<file path="src/rtl/core/b64c_pkg.sv">
// ----------------------------------------------------------------------------
// b64c_pkg
// shared types, codes and alphabet functions of the base64 codec core
// ----------------------------------------------------------------------------
package b64c_pkg;

    localparam logic       MODE_ENC = 1'b0;
    localparam logic       MODE_DEC = 1'b1;

    localparam logic [1:0] ERR_NONE      = 2'd0;
    localparam logic [1:0] ERR_FILLS     = 2'd1;
    localparam logic [1:0] ERR_LENGTH    = 2'd2;
    localparam logic [1:0] ERR_BAD_CHAR  = 2'd3;

    localparam logic [7:0] FILL_CHAR = 8'd61;

    // one front-end result group: up to four beats, bytes[0] goes out first
    typedef struct packed {
        logic [3:0][7:0] bytes;
        logic [1:0]      n_m1;
        logic            last;
        logic [1:0]      err;
    } b64c_job_t;

    typedef struct packed {
        logic full;
        logic valid;
    } b64c_q_status_t;

    function automatic logic [7:0] enc_char(input logic [5:0] v);
        logic [7:0] r;
        if (v < 6'd26)
        begin
            r = 8'(8'd65 + {2'b00, v});
        end
        else if (v < 6'd52)
        begin
            r = 8'(8'd71 + {2'b00, v});
        end
        else if (v < 6'd62)
        begin
            r = 8'({2'b00, v} - 8'd4);
        end
        else if (v == 6'd62)
        begin
            r = 8'd43;
        end
        else
        begin
            r = 8'd47;
        end
        return r;
    endfunction

    // bit 6 set marks a character outside the alphabet
    function automatic logic [6:0] dec_sextet(input logic [7:0] ch);
        logic [6:0] r;
        if (ch >= 8'd65 && ch <= 8'd90)
        begin
            r = {1'b0, 6'(ch - 8'd65)};
        end
        else if (ch >= 8'd97 && ch <= 8'd122)
        begin
            r = {1'b0, 6'(ch - 8'd71)};
        end
        else if (ch >= 8'd48 && ch <= 8'd57)
        begin
            r = {1'b0, 6'(ch + 8'd4)};
        end
        else if (ch == 8'd43)
        begin
            r = {1'b0, 6'd62};
        end
        else if (ch == 8'd47)
        begin
            r = {1'b0, 6'd63};
        end
        else
        begin
            r = {1'b1, 6'd0};
        end
        return r;
    endfunction

endpackage

</file>
<file path="src/rtl/core/b64c_front.sv">
// ----------------------------------------------------------------------------
// b64c_front
// accepts input beats, keeps the group state and forms result groups
// ----------------------------------------------------------------------------
module b64c_front
(
    input  logic                    clk,
    input  logic                    rst_n,
    input  logic                    cfg_we,
    input  logic                    cfg_wdata,
    input  logic                    s_tvalid,
    output logic                    s_tready,
    input  logic [7:0]              s_tdata,
    input  logic                    s_tlast,
    input  b64c_pkg::b64c_q_status_t q_status,
    output logic                    push,
    output b64c_pkg::b64c_job_t     push_job
);
    import b64c_pkg::*;

    logic        mode_reg;
    logic [23:0] group_reg, group_next;
    logic [1:0]  gcount_reg, gcount_next;
    logic [1:0]  total_reg, total_next;
    logic [1:0]  fill_reg, fill_next;
    logic [1:0]  elatch_reg, elatch_next;

    logic        accept;
    logic        has_results;
    b64c_job_t   job;
    logic [23:0] g_enc;
    logic [1:0]  cnt_inc;
    logic [23:0] x_tail;
    logic [6:0]  sx;
    logic        completed;
    logic [23:0] g_dec;
    logic [1:0]  err;

    assign s_tready = !q_status.full;
    assign accept   = s_tvalid && s_tready;
    assign push     = accept && has_results;
    assign push_job = job;

    always_comb
    begin
        group_next  = group_reg;
        gcount_next = gcount_reg;
        total_next  = total_reg;
        fill_next   = fill_reg;
        elatch_next = elatch_reg;
        job         = '0;
        has_results = 1'b0;
        g_enc       = {group_reg[15:0], s_tdata};
        cnt_inc     = 2'(gcount_reg + 2'd1);
        x_tail      = (cnt_inc == 2'd1) ? {s_tdata, 16'h0000} : {g_enc[15:0], 8'h00};
        sx          = dec_sextet(s_tdata);
        completed   = 1'b0;
        g_dec       = group_reg;
        err         = ERR_NONE;

        if (mode_reg == MODE_ENC)
        begin
            group_next  = g_enc;
            gcount_next = cnt_inc;
            if (cnt_inc == 2'd3)
            begin
                job.bytes[0] = enc_char(g_enc[23:18]);
                job.bytes[1] = enc_char(g_enc[17:12]);
                job.bytes[2] = enc_char(g_enc[11:6]);
                job.bytes[3] = enc_char(g_enc[5:0]);
                job.n_m1     = 2'd3;
                job.last     = s_tlast;
                has_results  = 1'b1;
                gcount_next  = 2'd0;
            end
            else if (s_tlast)
            begin
                job.bytes[0] = enc_char(x_tail[23:18]);
                job.bytes[1] = enc_char(x_tail[17:12]);
                job.bytes[2] = (cnt_inc == 2'd2) ? enc_char(x_tail[11:6]) : FILL_CHAR;
                job.bytes[3] = FILL_CHAR;
                job.n_m1     = 2'd3;
                job.last     = 1'b1;
                has_results  = 1'b1;
            end
        end
        else
        begin
            if (s_tdata == FILL_CHAR)
            begin
                if (fill_reg != 2'd3)
                begin
                    fill_next = 2'(fill_reg + 2'd1);
                end
            end
            else if (fill_reg != 2'd0 || sx[6])
            begin
                elatch_next = ERR_BAD_CHAR;
            end
            else
            begin
                g_dec       = {group_reg[17:0], sx[5:0]};
                group_next  = g_dec;
                gcount_next = cnt_inc;
                completed   = (gcount_reg == 2'd3);
            end
            total_next = 2'(total_reg + 2'd1);

            if (fill_next == 2'd3)
            begin
                err = ERR_FILLS;
            end
            else if (total_next != 2'd0)
            begin
                err = ERR_LENGTH;
            end
            else
            begin
                err = elatch_next;
            end

            if (!s_tlast)
            begin
                job.bytes[0] = g_dec[23:16];
                job.bytes[1] = g_dec[15:8];
                job.bytes[2] = g_dec[7:0];
                job.n_m1     = 2'd2;
                has_results  = completed && (elatch_next == ERR_NONE);
            end
            else
            begin
                has_results = 1'b1;
                job.last    = 1'b1;
                if (err != ERR_NONE)
                begin
                    job.err = err;
                end
                else if (completed)
                begin
                    job.bytes[0] = g_dec[23:16];
                    job.bytes[1] = g_dec[15:8];
                    job.bytes[2] = g_dec[7:0];
                    job.n_m1     = 2'd2;
                end
                else if (fill_next == 2'd1)
                begin
                    job.bytes[0] = g_dec[17:10];
                    job.bytes[1] = g_dec[9:2];
                    job.n_m1     = 2'd1;
                end
                else
                begin
                    job.bytes[0] = g_dec[11:4];
                end
            end
        end

        if (s_tlast)
        begin
            group_next  = '0;
            gcount_next = '0;
            total_next  = '0;
            fill_next   = '0;
            elatch_next = ERR_NONE;
        end
    end

    always_ff @(posedge clk or negedge rst_n)
    begin
        if (!rst_n)
        begin
            mode_reg   <= MODE_ENC;
            group_reg  <= '0;
            gcount_reg <= '0;
            total_reg  <= '0;
            fill_reg   <= '0;
            elatch_reg <= ERR_NONE;
        end
        else if (cfg_we)
        begin
            mode_reg   <= cfg_wdata;
            group_reg  <= '0;
            gcount_reg <= '0;
            total_reg  <= '0;
            fill_reg   <= '0;
            elatch_reg <= ERR_NONE;
        end
        else if (accept)
        begin
            group_reg  <= group_next;
            gcount_reg <= gcount_next;
            total_reg  <= total_next;
            fill_reg   <= fill_next;
            elatch_reg <= elatch_next;
        end
    end

    a_enc_no_err: assert property (@(posedge clk) disable iff (!rst_n)
        (push && mode_reg == MODE_ENC) |-> (push_job.err == ERR_NONE))
        else $error("encode group carries an error code");

endmodule

</file>
<file path="src/rtl/core/b64c_queue.sv">
// ----------------------------------------------------------------------------
// b64c_queue
// short fifo of result groups between front and back
// ----------------------------------------------------------------------------
module b64c_queue
#(
    parameter int DEPTH = 2
)
(
    input  logic                     clk,
    input  logic                     rst_n,
    input  logic                     push,
    input  b64c_pkg::b64c_job_t      push_job,
    input  logic                     pop,
    output b64c_pkg::b64c_job_t      pop_job,
    output b64c_pkg::b64c_q_status_t q_status
);
    import b64c_pkg::*;

    localparam int AW = (DEPTH > 1) ? $clog2(DEPTH) : 1;
    localparam int CW = $clog2(DEPTH + 1);

    b64c_job_t         mem_reg [DEPTH];
    logic [AW-1:0]     wr_ptr_reg, rd_ptr_reg;
    logic [CW-1:0]     count_reg;

    function automatic logic [AW-1:0] ptr_inc(input logic [AW-1:0] p);
        return (p == AW'(DEPTH - 1)) ? '0 : AW'(p + 1'b1);
    endfunction

    assign q_status.full  = (count_reg == CW'(DEPTH));
    assign q_status.valid = (count_reg != '0);
    assign pop_job        = mem_reg[rd_ptr_reg];

    always_ff @(posedge clk)
    begin
        if (push)
        begin
            mem_reg[wr_ptr_reg] <= push_job;
        end
    end

    always_ff @(posedge clk or negedge rst_n)
    begin
        if (!rst_n)
        begin
            wr_ptr_reg <= '0;
            rd_ptr_reg <= '0;
            count_reg  <= '0;
        end
        else
        begin
            if (push)
            begin
                wr_ptr_reg <= ptr_inc(wr_ptr_reg);
            end
            if (pop)
            begin
                rd_ptr_reg <= ptr_inc(rd_ptr_reg);
            end
            if (push && !pop)
            begin
                count_reg <= CW'(count_reg + 1'b1);
            end
            else if (pop && !push)
            begin
                count_reg <= CW'(count_reg - 1'b1);
            end
        end
    end

    a_no_overflow: assert property (@(posedge clk) disable iff (!rst_n)
        !(push && q_status.full && !pop))
        else $error("push into full queue");

    a_no_underflow: assert property (@(posedge clk) disable iff (!rst_n)
        pop |-> q_status.valid)
        else $error("pop from empty queue");

endmodule

</file>
<file path="src/rtl/core/b64c_back.sv">
// ----------------------------------------------------------------------------
// b64c_back
// takes result groups from the queue and sends them out one beat at a time
// ----------------------------------------------------------------------------
module b64c_back
(
    input  logic                     clk,
    input  logic                     rst_n,
    input  b64c_pkg::b64c_q_status_t q_status,
    input  b64c_pkg::b64c_job_t      pop_job,
    output logic                     pop,
    output logic                     m_tvalid,
    input  logic                     m_tready,
    output logic [7:0]               m_tdata,
    output logic                     m_tlast,
    output logic [1:0]               m_tuser
);
    import b64c_pkg::*;

    b64c_job_t  job_reg;
    logic       busy_reg;
    logic [1:0] beat_reg;
    logic       fire;
    logic       final_beat;

    assign final_beat = (beat_reg == job_reg.n_m1);
    assign fire       = busy_reg && m_tready;
    assign pop        = q_status.valid && (!busy_reg || (fire && final_beat));

    assign m_tvalid = busy_reg;
    assign m_tdata  = job_reg.bytes[beat_reg];
    assign m_tlast  = job_reg.last && final_beat;
    assign m_tuser  = job_reg.err;

    always_ff @(posedge clk)
    begin
        if (pop)
        begin
            job_reg <= pop_job;
        end
    end

    always_ff @(posedge clk or negedge rst_n)
    begin
        if (!rst_n)
        begin
            busy_reg <= 1'b0;
            beat_reg <= '0;
        end
        else if (pop)
        begin
            busy_reg <= 1'b1;
            beat_reg <= '0;
        end
        else if (fire && final_beat)
        begin
            busy_reg <= 1'b0;
        end
        else if (fire)
        begin
            beat_reg <= 2'(beat_reg + 2'd1);
        end
    end

    a_err_on_last: assert property (@(posedge clk) disable iff (!rst_n)
        (m_tvalid && m_tuser != ERR_NONE) |-> m_tlast)
        else $error("error code on a beat that is not last");

endmodule

</file>
<file path="src/rtl/core/base64_codec_core.sv">
// ----------------------------------------------------------------------------
// base64_codec_core
// streaming base64 encoder / decoder, standard alphabet with '=' padding
// ----------------------------------------------------------------------------
// results pass the queue and the back-end job register before going out
// throughput: one output beat per cycle while m_tready is high; an input beat
// yields 0 to 4 output beats; encode turns three input bytes into four beats
// s_tready drops while the result queue (QUEUE_DEPTH groups) is full
// reset: rst_n clears mode to encode, all message state and the queue at once
module base64_codec_core
#(
    parameter int QUEUE_DEPTH = 2
)
(
    input  logic       clk,
    input  logic       rst_n,
    input  logic       cfg_we,
    input  logic       cfg_wdata,   // mode
    input  logic       s_tvalid,
    output logic       s_tready,
    input  logic [7:0] s_tdata,     // in_byte
    input  logic       s_tlast,
    output logic       m_tvalid,
    input  logic       m_tready,
    output logic [7:0] m_tdata,     // out_byte
    output logic       m_tlast,
    output logic [1:0] m_tuser      // error
);
    import b64c_pkg::*;

    b64c_q_status_t q_status;
    b64c_job_t      push_job;
    b64c_job_t      pop_job;
    logic           push;
    logic           pop;

    b64c_front u_front
    (
        .clk       (clk),
        .rst_n     (rst_n),
        .cfg_we    (cfg_we),
        .cfg_wdata (cfg_wdata),
        .s_tvalid  (s_tvalid),
        .s_tready  (s_tready),
        .s_tdata   (s_tdata),
        .s_tlast   (s_tlast),
        .q_status  (q_status),
        .push      (push),
        .push_job  (push_job)
    );

    b64c_queue #(.DEPTH(QUEUE_DEPTH)) u_queue
    (
        .clk       (clk),
        .rst_n     (rst_n),
        .push      (push),
        .push_job  (push_job),
        .pop       (pop),
        .pop_job   (pop_job),
        .q_status  (q_status)
    );

    b64c_back u_back
    (
        .clk       (clk),
        .rst_n     (rst_n),
        .q_status  (q_status),
        .pop_job   (pop_job),
        .pop       (pop),
        .m_tvalid  (m_tvalid),
        .m_tready  (m_tready),
        .m_tdata   (m_tdata),
        .m_tlast   (m_tlast),
        .m_tuser   (m_tuser)
    );

endmodule
</file>
<file path="config.mk">
export PLATFORM = sky130hd
export DESIGN_NAME = base64_codec_core
export DESIGN_NICKNAME = d
export VERILOG_FILES = /design/src/rtl/core/b64c_pkg.sv /design/src/rtl/core/b64c_front.sv /design/src/rtl/core/b64c_queue.sv /design/src/rtl/core/b64c_back.sv /design/src/rtl/core/base64_codec_core.sv
export SDC_FILE = /design/constraint.sdc
export NUM_CORES = 1
export LEC_CHECK = 0
export ABC_CLOCK_PERIOD_IN_PS = 5400
export BUFFER_PORTS_ARGS = -buffer_cell sky130_fd_sc_hd__clkbuf_2
export CAP_MARGIN = 20
export CORE_MARGIN = 2
export CORE_UTILIZATION = 45
export CTS_BUF_LIST = sky130_fd_sc_hd__clkbuf_4
export CTS_CLUSTER_DIAMETER = 100
export DETAILED_ROUTE_END_ITERATION = 8
export GPL_ROUTABILITY_DRIVEN = 1
export PLACE_DENSITY_LB_ADDON = 0.1
export SKIP_CTS_REPAIR_TIMING = 1
export SLEW_MARGIN = 20
export SYNTH_ARGS = -nofsm -noshare
export SYNTH_HDL_FRONTEND = slang
export SYNTH_HIERARCHICAL = 1
export SYNTH_SLANG_ARGS = --single-unit
export TNS_END_PERCENT = 1
</file>
<file path="constraint.sdc">
create_clock -name clk -period 5.4 [get_ports clk]
set_input_delay 0.54 -clock clk [delete_from_list [all_inputs] [get_ports clk]]
set_output_delay 0.54 -clock clk [all_outputs]
set_load 0.02 [all_outputs]
</file>
==> results_dict.tcl <==
set metrics [dict create \
    status "completed" \
    ys.flop_type "edfxtp_1" \
    grt_setup_unrepaired "false" \
    crit_cells 12 \
    cp-end-kind "register" \
    yosysMostFrequentCell "edfxtp_1" \
    multiInputGateArea_um2 5455 \
    start_util_pct 45.67 \
    grt_pass1_vias 7706 \
    yosysSeqAreaShare_pct 42.05 \
    clockBufferDepth 2 \
    finClkSkew_ns 0.03393 \
    ioPinCount 28 \
    cp_common_cell "inv_1" \
    grt_overflow 0 \
    largest_reg_flops 74 \
    hold_violations 0 \
    synth-edff-count 111 \
    die_x_um 155.3 \
    clock_latency_ns 0.57 \
    critPathLaunchType "register" \
    die_y_um 155.3 \
    syn-cell-area_um2 10310 \
    vias 8319 \
    crit_fanout 17 \
    routed_wl_um 29660 \
    final_nets 1080 \
    regArea_um2 4335 \
    detail-route-antenna-nets 0 \
    cp_slowest_cell "ha_1" \
    ctsRootBufferMaster "clkbuf_4" \
    initialDrtViolationCount 729 \
    maxCapViolations 0 \
    netlist_top_cells_area "edfxtp_1 (32%), dfrtp_1 (9.7%), ha_1 (5.8%)" \
    die-area_um2 24130 \
    post-route-min-period_ns 3.978 \
    maxSlewHeadroom_pct 40.55 \
    arrival_ns 4.23 \
    area_growth_pct 6.276 \
    syn_area_per_cell_um2 10.03 \
    path_clk_slew_ns 0.15 \
    async_reset_ff_share_pct 26.49 \
    num_rows 55 \
    synth_cell_types 89 \
    antenna_found_initial 1 \
    p_leak_nw 4.299 \
    grt_pass1_wl_um 45910 \
    cts_buffers 17 \
    r2r_cells 12 \
    cts_tree "built" \
    cp_cell_sequence "inv_1, ha_1, mux2_2, inv_1, ha_1, inv_1, o211ai_1, nand2_1, a22oi_1, o21ai_0, a221oi_1, a31oi_1" \
    fillers 2125 \
    path_class "reg -> reg" \
    path_buf_inv 3 \
    ys_top_cells_by_count "edfxtp_1 (111), o21ai_0 (92), nand2_1 (81), a21oi_1 (80), nor2_1 (56)" \
    worst_pin_slew_ns 0.8670 \
    clock.fmax_ghz 0.2514 \
    yosys.area.top_type "edfxtp_1" \
    yosys_warnings 6 \
    synth_top_cell_area_share_pct 32.34 \
    syn-num-nets 1091 \
    crit_family "compound AO/OA/AOI/OAI gates" \
    core_area_um2 22570 \
    worstPathRequired_ns 5.65 \
    syn_inst 1028 \
    fin_crit_sh_pct 73.66 \
    drc 0 \
    grt_max_degree 57 \
    place_hpwl_um 21020 \
    h-tree-depth 4 \
    maxSlewViolCount 0 \
    peakVddDrop_mv 0.2083 \
    tns_ns 0 \
    firstDrtPassIters 5 \
    drive_gt1_share_pct 14.08 \
    grt_use_total_pct 24.89 \
    hold_path.class "in -> async" \
    io_buffers 27 \
    wl_per_cell_um 22.52 \
    cts.sink_count 151 \
    vias_per_cell 6.317 \
    finalSetupViolCount 0 \
    power_density_nw_per_um2 347.3 \
    power_mw 3.804 \
    slowest_delay_ns 0.64 \
    place.gp.congestion 0.8921 \
    synth_seq_cells 151 \
]
-- through the flow --
stage                     instance area, um2  utilization (%)  setup slack (ns)  cells  hold slack, ns
final                                  10950            48.53             1.422   1317         0.02613
after floorplan                        10310                -            0.4444   1028          0.2444
after global placement                 10560            46.77             1.402   1282          0.4667
after detailed placement               10560            46.80             1.317   1282          0.4685
after CTS                              10930            48.42             1.525   1314         0.03000
after global routing                   10950            48.53             1.153   1317         0.02057
-- final cells by class --
class	count	share of cell area [%]
flip-flops and latches	151	39.58
inverters	53	1.816
diodes	2	0.04569
well taps	285	3.255
multi-input cells	755	49.80
clock buffers	17	1.165
clock inverters	15	2.170
repair buffers	39	2.170
-- kinds of logic (layout without fill, tap and decap cells) --
group           count (synthesis)  after routing  share of synthesized area, %
compound gates                348            348                         22.46
xor+xnor                       27             27                         2.294
fa+ha+maj                      48             48                         5.827
buf+inv                       122            124                         5.341
flops                         151            151                         42.05
mux                            67             67                         9.031
other cells                     0              2                             0
simple gates                  265            265                         13.00
-- per-layer routing --
layer / global-route usage [%] / wire, um / share of wire, % / vias to the layer above
met5: 0 / 0 / 0 / -
met4: 7.471 / 702 / 2.4 / 0
met3: 4.903 / 2138 / 7.2 / 53
met2: 39.25 / 13450 / 45 / 374
met1: 34.83 / 13370 / 45 / 4001
li1: - / - / - / 3891
-- report_power, final --
group | total, mW | switching (mW) | internal, mW
logic | 1.24 | 0.728 | 0.515
clock network | 0.860 | 0.434 | 0.426
registers | 1.70 | 0.165 | 1.54
total | 3.80 | 1.33 | 2.48
-- placed cells by master (no fill, tap or decap), types with 6 or more instances in the layout --
cell type  synthesis  layout
inv_6              0       6
a221oi_1           8       8
a21oi_1           80      80
o21ai_0           92      92
a211oi_1          16      16
xor2_1             8       8
buf_4              6      11
o211ai_1          14      14
a211o_1            9       9
ha_1              48      48
clkbuf_2           0      27
nor2_1            56      56
dfrtp_1           40      39
a21o_1            18      18
a31oi_1           11      11
inv_1             49      49
xnor2_1           19      19
clkbuf_4           0      17
mux4_1             8       8
mux2i_1           17      17
or3_1              8       8
o311ai_0           8       8
nand3_1           22      22
and3_1             6       6
nand2b_1           8       8
or2_2              7       7
edfxtp_1         111     111
nor3_1            26      25
mux2_4            20      20
mux2_2            21      21
o22ai_1           14      14
nand2_1           81      81
nand4_1           10      10
-- final timing paths --
| path | end | slack [ns] | from |
|---|---|---|---|
| max in group asynchronous | u_front/fill_reg[0]$_DFFE_PN0P_ | 4.93 | rst_n |
| min in group clk | u_front/mode_reg$_DFFE_PN0P_ | 0.17 | cfg_wdata |
| max | u_queue/mem_reg[1][6]$_DFFE_PP_ | 1.42 | u_front/gcount_reg[0]$_DFFE_PN0P_ |
| min reg2reg | u_queue/count_reg[1]$_DFFE_PN0P_ | 0.49 | u_queue/count_reg[1]$_DFFE_PN0P_ |
| min | u_back/beat_reg[1]$_DFFE_PN0P_ | 0.03 | rst_n |
| max reg2reg | u_queue/mem_reg[1][6]$_DFFE_PP_ | 1.42 | u_front/gcount_reg[0]$_DFFE_PN0P_ |
-- worst register-to-register path, stage by stage, from the launching register on --
cell      delay (ns)
dfrtp_1         0.46
inv_1           0.18
ha_1            0.64
mux2_2          0.48
inv_1           0.19
ha_1            0.18
inv_1           0.08
o211ai_1        0.27
nand2_1         0.24
a22oi_1         0.22
o21ai_0         0.12
a221oi_1        0.44
a31oi_1         0.17
(Power assumes the default switching activity.)
